### config.mk
export PLATFORM = sky130hd
export DESIGN_NAME = fifo_with_delete_by_value_unit
export DESIGN_NICKNAME = d
export VERILOG_FILES = /design/src/rtl/fwd_pkg.sv /design/src/rtl/fwd_tag_ram.sv /design/src/rtl/fifo_with_delete_by_value_unit.sv
export SDC_FILE = /design/constraint.sdc
export NUM_CORES = 1
export LEC_CHECK = 0
export BUFFER_PORTS_ARGS = -buffer_cell sky130_fd_sc_hd__buf_2
export CORE_AREA = 2 2 272 247
export DETAILED_ROUTE_END_ITERATION = 7
export DIE_AREA = 0 0 274 249
export GPL_ROUTABILITY_DRIVEN = 0
export GPL_TIMING_DRIVEN = 0
export PLACE_DENSITY = 0.55
export SLEW_MARGIN = 0
export SYNTH_ARGS = -nofsm -noshare
export SYNTH_HDL_FRONTEND = slang
export SYNTH_HIERARCHICAL = 1
export SYNTH_SLANG_ARGS = --single-unit
### constraint.sdc
create_clock -name clock -period 14.1 [get_ports clock]
set_input_delay 2.82 -clock clock [delete_from_list [all_inputs] [get_ports clock]]
set_output_delay 2.82 -clock clock [all_outputs]
set_load 0.02 [all_outputs]
### src/rtl/fwd_pkg.sv
// ----------------------------------------------------------------------------
// fwd_pkg
// Shared codes, field widths and sequencer state type for the ordered tag
// queue with delete by value.
// ----------------------------------------------------------------------------
package fwd_pkg;

   localparam int KIND_WIDTH    = 2;
   localparam int TAG_IO_WIDTH  = 32;
   localparam int COUNT_WIDTH   = 5;
   localparam int REQ_TDATA_W   = 32;
   localparam int RSP_TDATA_W   = 40;

   typedef enum logic [KIND_WIDTH-1:0] {
      KIND_ENQUEUE = 2'd0,
      KIND_DEQUEUE = 2'd1,
      KIND_DELETE  = 2'd2,
      KIND_UNUSED  = 2'd3
   } kind_type;

   localparam logic STATUS_OK     = 1'b0;
   localparam logic STATUS_REJECT = 1'b1;

   typedef enum logic [6:0] {
      ST_IDLE     = 7'b0000001,
      ST_DECODE   = 7'b0000010,
      ST_FRONT    = 7'b0000100,
      ST_SCAN     = 7'b0001000,
      ST_SHIFT_RD = 7'b0010000,
      ST_SHIFT_WR = 7'b0100000,
      ST_DONE     = 7'b1000000
   } state_type;

endpackage

### src/rtl/fwd_tag_ram.sv
// ----------------------------------------------------------------------------
// fwd_tag_ram
// Tag storage: one write port and one read port with registered read data.
// ----------------------------------------------------------------------------
module fwd_tag_ram #(
   parameter int DEPTH      = 16,
   parameter int WIDTH      = 32,
   parameter int ADDR_WIDTH = $clog2(DEPTH)
) (
   input  logic                  clock,
   input  logic                  wr_en,
   input  logic [ADDR_WIDTH-1:0] wr_addr,
   input  logic [WIDTH-1:0]      wr_data,
   input  logic                  rd_en,
   input  logic [ADDR_WIDTH-1:0] rd_addr,
   output logic [WIDTH-1:0]      rd_data
);

   logic [WIDTH-1:0] mem [DEPTH];
   logic [WIDTH-1:0] rd_data_ff;

   always_ff @(posedge clock) begin
      if (wr_en) begin
         mem[wr_addr] <= wr_data;
      end
   end

   always_ff @(posedge clock) begin
      if (rd_en) begin
         rd_data_ff <= mem[rd_addr];
      end
   end

   assign rd_data = rd_data_ff;

endmodule

### src/rtl/fifo_with_delete_by_value_unit.sv
// ----------------------------------------------------------------------------
// Sequence: enqueue and early rejects go from decode straight to the result
// stage; dequeue reads the front entry, then moves each later entry down one
// slot; delete scans for the first match and on a hit moves the later ones down.
// One beat at a time: req_tready is high only while idle, so the next beat can
// be taken in the cycle after the result register is loaded.
// Reset (synchronous, active high) empties the queue; ram contents stay.
// ----------------------------------------------------------------------------
// fifo_with_delete_by_value_unit
// Ordered queue of nonzero tags with enqueue, dequeue and delete of the first
// matching entry; a small sequencer scans and compacts the tag ram.
// ----------------------------------------------------------------------------
module fifo_with_delete_by_value_unit #(
   parameter int DEPTH     = 16,
   parameter int TAG_WIDTH = 32
) (
   input  logic                            clock,
   input  logic                            reset,
   input  logic                            req_tvalid,
   output logic                            req_tready,
   input  logic [fwd_pkg::REQ_TDATA_W-1:0] req_tdata,  // [31:0] tag_in
   input  logic [fwd_pkg::KIND_WIDTH-1:0]  req_tuser,  // [1:0] kind
   output logic                            rsp_tvalid,
   input  logic                            rsp_tready,
   output logic [fwd_pkg::RSP_TDATA_W-1:0] rsp_tdata,  // [31:0] tag_out, [36:32] count
   output logic                            rsp_tuser   // [0] status
);

   import fwd_pkg::*;

   localparam int AW = $clog2(DEPTH);
   localparam int CW = $clog2(DEPTH + 1);

   state_type             state_ff, state_in;
   kind_type              kind_ff, kind_in;
   logic [TAG_WIDTH-1:0]  tag_ff, tag_in;
   logic [CW-1:0]         occ_ff, occ_in;
   logic [CW-1:0]         idx_ff, idx_in;
   logic                  pend_status_ff, pend_status_in;
   logic [TAG_WIDTH-1:0]  pend_tag_ff, pend_tag_in;

   logic                  rsp_valid_ff, rsp_valid_in;
   logic                  rsp_status_ff, rsp_status_in;
   logic [TAG_IO_WIDTH-1:0] rsp_tag_ff, rsp_tag_in;
   logic [COUNT_WIDTH-1:0]  rsp_count_ff, rsp_count_in;

   logic                  wr_en, rd_en;
   logic [AW-1:0]         wr_addr, rd_addr;
   logic [TAG_WIDTH-1:0]  wr_data, rd_data;

   logic [63:0]           req_tag_wide;
   logic [63:0]           pend_tag_wide;
   logic [31:0]           occ_wide;
   logic [CW-1:0]         idx_next;
   logic                  accept, slot_free, tag_hit;

   assign accept        = req_tvalid & req_tready;
   assign slot_free     = ~rsp_valid_ff | rsp_tready;
   assign req_tag_wide  = 64'(req_tdata[TAG_IO_WIDTH-1:0]);
   assign pend_tag_wide = 64'(pend_tag_ff);
   assign occ_wide      = 32'(occ_ff);
   assign idx_next      = idx_ff + CW'(1);
   assign tag_hit       = (rd_data == tag_ff);
   assign req_tready    = (state_ff == ST_IDLE);

   fwd_tag_ram #(
      .DEPTH (DEPTH),
      .WIDTH (TAG_WIDTH)
   ) u_ram (
      .clock   (clock),
      .wr_en   (wr_en),
      .wr_addr (wr_addr),
      .wr_data (wr_data),
      .rd_en   (rd_en),
      .rd_addr (rd_addr),
      .rd_data (rd_data)
   );

   always_comb begin
      state_in       = state_ff;
      kind_in        = kind_ff;
      tag_in         = tag_ff;
      occ_in         = occ_ff;
      idx_in         = idx_ff;
      pend_status_in = pend_status_ff;
      pend_tag_in    = pend_tag_ff;
      rsp_valid_in   = rsp_valid_ff & ~rsp_tready;
      rsp_status_in  = rsp_status_ff;
      rsp_tag_in     = rsp_tag_ff;
      rsp_count_in   = rsp_count_ff;
      wr_en          = 1'b0;
      wr_addr        = idx_ff[AW-1:0];
      wr_data        = rd_data;
      rd_en          = 1'b0;
      rd_addr        = idx_next[AW-1:0];

      case (state_ff)
         ST_IDLE: begin
            if (accept) begin
               kind_in  = kind_type'(req_tuser);
               tag_in   = req_tag_wide[TAG_WIDTH-1:0];
               state_in = ST_DECODE;
            end
         end
         ST_DECODE: begin
            pend_status_in = STATUS_REJECT;
            pend_tag_in    = '0;
            idx_in         = '0;
            state_in       = ST_DONE;
            case (kind_ff)
               KIND_ENQUEUE: begin
                  if (tag_ff != '0 && occ_ff < CW'(DEPTH)) begin
                     wr_en          = 1'b1;
                     wr_addr        = occ_ff[AW-1:0];
                     wr_data        = tag_ff;
                     occ_in         = occ_ff + CW'(1);
                     pend_status_in = STATUS_OK;
                  end
               end
               KIND_DEQUEUE: begin
                  if (occ_ff != '0) begin
                     rd_en    = 1'b1;
                     rd_addr  = '0;
                     state_in = ST_FRONT;
                  end
               end
               KIND_DELETE: begin
                  if (tag_ff != '0 && occ_ff != '0) begin
                     rd_en    = 1'b1;
                     rd_addr  = '0;
                     state_in = ST_SCAN;
                  end
               end
               default: begin
                  state_in = ST_DONE;
               end
            endcase
         end
         ST_FRONT: begin
            pend_tag_in = rd_data;
            state_in    = ST_SHIFT_RD;
         end
         ST_SCAN: begin
            // rd_data holds the entry at idx_ff
            if (tag_hit) begin
               state_in = ST_SHIFT_RD;
            end else if (idx_next == occ_ff) begin
               state_in = ST_DONE;
            end else begin
               rd_en  = 1'b1;
               idx_in = idx_next;
            end
         end
         ST_SHIFT_RD: begin
            if (idx_next < occ_ff) begin
               rd_en    = 1'b1;
               state_in = ST_SHIFT_WR;
            end else begin
               occ_in         = occ_ff - CW'(1);
               pend_status_in = STATUS_OK;
               state_in       = ST_DONE;
            end
         end
         ST_SHIFT_WR: begin
            // move the entry above down one slot
            wr_en    = 1'b1;
            idx_in   = idx_next;
            state_in = ST_SHIFT_RD;
         end
         ST_DONE: begin
            if (slot_free) begin
               rsp_valid_in  = 1'b1;
               rsp_status_in = pend_status_ff;
               rsp_tag_in    = (pend_status_ff == STATUS_OK) ?
                               pend_tag_wide[TAG_IO_WIDTH-1:0] : '0;
               rsp_count_in  = occ_wide[COUNT_WIDTH-1:0];
               state_in      = ST_IDLE;
            end
         end
         default: begin
            state_in = ST_IDLE;
         end
      endcase
   end

   always_ff @(posedge clock) begin
      if (reset) begin
         state_ff     <= ST_IDLE;
         occ_ff       <= '0;
         rsp_valid_ff <= 1'b0;
      end else begin
         state_ff     <= state_in;
         occ_ff       <= occ_in;
         rsp_valid_ff <= rsp_valid_in;
      end
   end

   always_ff @(posedge clock) begin
      kind_ff        <= kind_in;
      tag_ff         <= tag_in;
      idx_ff         <= idx_in;
      pend_status_ff <= pend_status_in;
      pend_tag_ff    <= pend_tag_in;
      rsp_status_ff  <= rsp_status_in;
      rsp_tag_ff     <= rsp_tag_in;
      rsp_count_ff   <= rsp_count_in;
   end

   assign rsp_tvalid = rsp_valid_ff;
   assign rsp_tuser  = rsp_status_ff;
   assign rsp_tdata  = {3'b000, rsp_count_ff, rsp_tag_ff};

   // queue never holds more than its depth
   a_occ_bound: assert property (@(posedge clock) disable iff (reset)
      occ_ff <= CW'(DEPTH))
      else $error("occupancy above depth");

   // ram writes stay at or below the fill level
   a_wr_range: assert property (@(posedge clock) disable iff (reset)
      wr_en |-> (CW'(wr_addr) <= occ_ff))
      else $error("ram write beyond fill level");

   // a rejected beat carries a zero tag
   a_reject_tag: assert property (@(posedge clock) disable iff (reset)
      (state_ff == ST_DONE && slot_free && pend_status_ff == STATUS_REJECT)
      |=> (rsp_tvalid && rsp_tdata[TAG_IO_WIDTH-1:0] == '0))
      else $error("rejected result with nonzero tag");

   // a successful delete shrinks the queue by one
   a_delete_count: assert property (@(posedge clock) disable iff (reset)
      (state_ff == ST_SHIFT_RD && kind_ff == KIND_DELETE && !(idx_next < occ_ff))
      |=> (occ_ff == $past(occ_ff) - CW'(1)))
      else $error("delete did not decrement count");

endmodule

==> run_results.csv <==
group,metric,value,unit
status,status,"completed",
yosys,synth_area,0.0259,mm^2
setup_path,required,14.40,ns
cells_and_area,drive_gt1_frac,0.262,
setup_path,r2r_cells,10,
clocking,clockRootBuffer,"clkbuf_16",
placement,pre_cts_ws,9.15,ns
yosys,synth_most_common_cell,"edfxtp_1",
timing,setup_viol,0,
grt,grt_start_max_net_pins,22,
die,start_util,0.397,
power_and_ir_drop,p_switching,918,uW
timing,drv_slew,0,
yosys,syn_inst,1270,
power_and_ir_drop,vdd_drop_max,0.119,mV
setup_path,cp-start-kind,"register",
placement,place_inst,2254,
grt,grt_pass1_wl,94600,um
clocking,numCtsBuffers,68,
power_and_ir_drop,p_clk_frac,0.417,
die,die_area,0.0682,mm^2
placement,dp_hpwl,43900,um
timing,layout_setup_ws,9.01,ns
run,max-cap-violations,0,
routing,ant_nets,0,
timing,holdWs,0.513,ns
clocking,cts_setup_buffers,0,
timing,fmax,196,MHz
timing,hold_viol,0,
routing,wl_per_cell,27.9,um
clocking,tritoncts,"yes",
min_path,hold_depth,2,
power_and_ir_drop,switching_share,0.218,
grt,antenna_found_initial,0,
die,die_y,249,um
setup_path,path_max_fanout,17,
yosys,synth_edf_count,654,
yosys,ys_ff_latch,667,
placement,portBuffers,77,
routing,drcViolationCount,0,
clocking,ctsResizeCount,0,
cells_and_area,nNetsFinal,1511,
setup_path,regToRegStartpoint,"tag_ff[7]",
yosys,ys_top_cells_by_count,"edfxtp_1 (654), mux4_2 (128), a22oi_1 (65)",
power_and_ir_drop,power.density,139,mW/mm^2
power_and_ir_drop,leakage,9.79,nW
clocking,cts_sinks,667,
die,dieWidth,274,um
cells_and_area,finalNonFillerCells,2367,
setup_path,critical_path_class,"reg2reg",
yosys,ys_warn_count,6,
power_and_ir_drop,combPwrFrac,0.058,
clocking,cts-htree-levels,3,
min_path,hp-start,"occ_ff[1]",
min_path,holdPathEnd,"occ_ff[1]",
cells_and_area,syn_to_final_growth,16.8,%
yosys,synth_top_area_share,0.758,
grt,overflow,0,
routing,vias,13100,
setup_path,rrSetupSlack,9.01,ns
setup_path,cp-end-kind,"register",
power_and_ir_drop,p_seq_frac,0.525,
routing,first_pass_iters,5,
clocking,insertion_delay,0.61,ns
grt,grt_usage,0.197,
yosys,synthArstFlopShare,0,
cells_and_area,multi_input_area,0.00581,mm^2
yosys,synthFlopType,"edfxtp_1",
min_path,hold_path.class,"reg2reg",
cells_and_area,seqCellArea,0.0199,mm^2
setup_path,r2r_end,"u_ram/mem[7][14]",
yosys,synth_top_cells_by_area,"edfxtp_1 (76%), mux4_2 (11%), a22oi_1 (1.9%)",
yosys,synth_area_leader_cell,"edfxtp_1",
routing,avgViaCountPerCell,5.54,
die,coreArea,0.0653,mm^2
timing,fin_tns_setup,0,ns
grt,grt_pass1_vias,13300,
timing,fin_crit,5.09,ns
timing,slew_headroom,0.223,
die,io-pin-count,81,
power_and_ir_drop,intPower,3.29,mW
routing,drt_iter0_markers,1592,
clocking,hold_buffers,0,
yosys,avgSynthCellArea,20.4,um^2
clocking,cts.path.max_buffers,3,
placement,placed_area,0.0282,mm^2
setup_path,crit_arrival,5.39,ns
yosys,seq_area_frac_synth,0.768,
routing,postRouteWirelength,66100,um
die,fp-row-count,89,
cells_and_area,fillers,5535,
clocking,clkTransAtPathRegs,0.06,ns
timing,finalCritPeriodShare,0.361,
yosys,yosys.cell_types.count,55,
timing,finClkSkew,0.0230,ns
timing,tightest_slew,1.16,ns
timing,rsz0062_at_grt,"no",
cells_and_area,final_cell_area,0.0303,mm^2
-- routing by layer --
| layer | vias up | wire (um) | GRT usage | part of all wire |
|---|---|---|---|---|
| met5 | - | 0 | 0 | 0 |
| met4 | 0 | 1330 | 0.0483 | 0.020 |
| met3 | 88 | 5900 | 0.0524 | 0.089 |
| met2 | 561 | 29900 | 0.294 | 0.45 |
| met1 | 6900 | 29000 | 0.287 | 0.44 |
| li1 | 5556 | - | - | - |
-- layout by cell type (no fill, tap or decap), types with 6 or more instances in the layout --
| master | instances |
|---|---|
| nor2_4 | 12 |
| inv_1 | 16 |
| buf_6 | 14 |
| clkbuf_1 | 39 |
| nor2b_1 | 35 |
| nand2b_1 | 8 |
| nor2_1 | 21 |
| xnor2_1 | 6 |
| buf_12 | 12 |
| and2_1 | 33 |
| edfxtp_1 | 654 |
| buf_16 | 6 |
| nand2_1 | 39 |
| mux2_1 | 29 |
| dfxtp_1 | 13 |
| clkinv_1 | 8 |
| xor2_1 | 33 |
| clkbuf_16 | 71 |
| buf_2 | 88 |
| mux4_2 | 128 |
| nand3_1 | 11 |
| ha_1 | 12 |
| buf_4 | 18 |
| a22oi_1 | 65 |
| nor4_1 | 16 |
| buf_1 | 10 |
| a21oi_1 | 9 |
| o21ai_0 | 12 |
| clkinv_2 | 7 |
-- sequential cells by signal (all words and copies together), names as in the netlist --
name            flops
u_ram/mem         512
pend_tag_ff        32
rsp_tag_ff         32
tag_ff             32
u_ram/rd_data      32
state_ff            7
idx_ff              5
occ_ff              5
rsp_count_ff        5
kind_ff             2
pend_status_ff      1
rsp_tuser           1
rsp_tvalid          1
-- worst max-delay path, cell delays in order, from the launching register on --
cell and delay, ns:
edfxtp_1 0.53, nor4_1 0.94, and4_1 0.49, a21oi_1 0.17, nand3_1 0.28, buf_2 0.30, nand2_1 0.09, o21ai_0 0.41
nand2_1 0.49, nor2_4 0.76, buf_12 0.28
-- power by group through the flow --
stage                     registers (mW)  logic, mW  clock network (mW)
final                               2.21      0.245                1.76
after global routing                2.21      0.263                1.87
after CTS                           2.21      0.246                1.79
after detailed placement            2.25      0.245                   0
after global placement              2.25      0.236                   0
after floorplan                     2.24      0.153                   0
-- final cells by class --
type | instances | area share
diodes | 1 | 0.0000826
plain buffers | 57 | 0.00901
clock buffers | 86 | 0.0605
clock inverters | 26 | 0.00930
inverters | 18 | 0.00223
multi-input cells | 530 | 0.192
flip-flops and latches | 667 | 0.657
well taps | 864 | 0.0357
repair buffers | 118 | 0.0343
-- per-stage QoR --
stage	util	total power [mW]
2_1_floorplan	-	2.39
3_3_place_gp	0.420	2.49
3_5_place_dp	0.432	2.50
4_1_cts	0.464	4.25
5_1_grt	0.464	4.34
6_report	0.464	4.21
-- worst max-delay path by stage --
| stage | startpoint | cells past startpoint | end | slack, ns |
|---|---|---|---|---|
| 2_1_floorplan | rsp_tready | 2 | rsp_count_ff[0] | 9.00 |
| 3_3_place_gp | tag_ff[7] | 8 | u_ram/mem[8][13] | 5.01 |
| 3_5_place_dp | tag_ff[17] | 10 | u_ram/mem[7][13] | 9.15 |
| 4_1_cts | tag_ff[17] | 10 | u_ram/mem[7][14] | 9.09 |
| 5_1_grt | tag_ff[7] | 10 | u_ram/mem[7][8] | 8.77 |
| 6_report | tag_ff[7] | 10 | u_ram/mem[7][14] | 9.01 |
-- cells by family (layout without fill, tap and decap cells) --
group	count (synthesis)	after routing	share of synthesized area
other cells	1	4	0.000145
mux	162	162	0.126
fa+ha+maj	13	13	0.00657
buf+inv	75	305	0.0131
flops	667	667	0.768
compound gates	103	103	0.0286
simple gates	210	210	0.0448
xor+xnor	39	39	0.0132
Power figures use the tool's default switching activity.
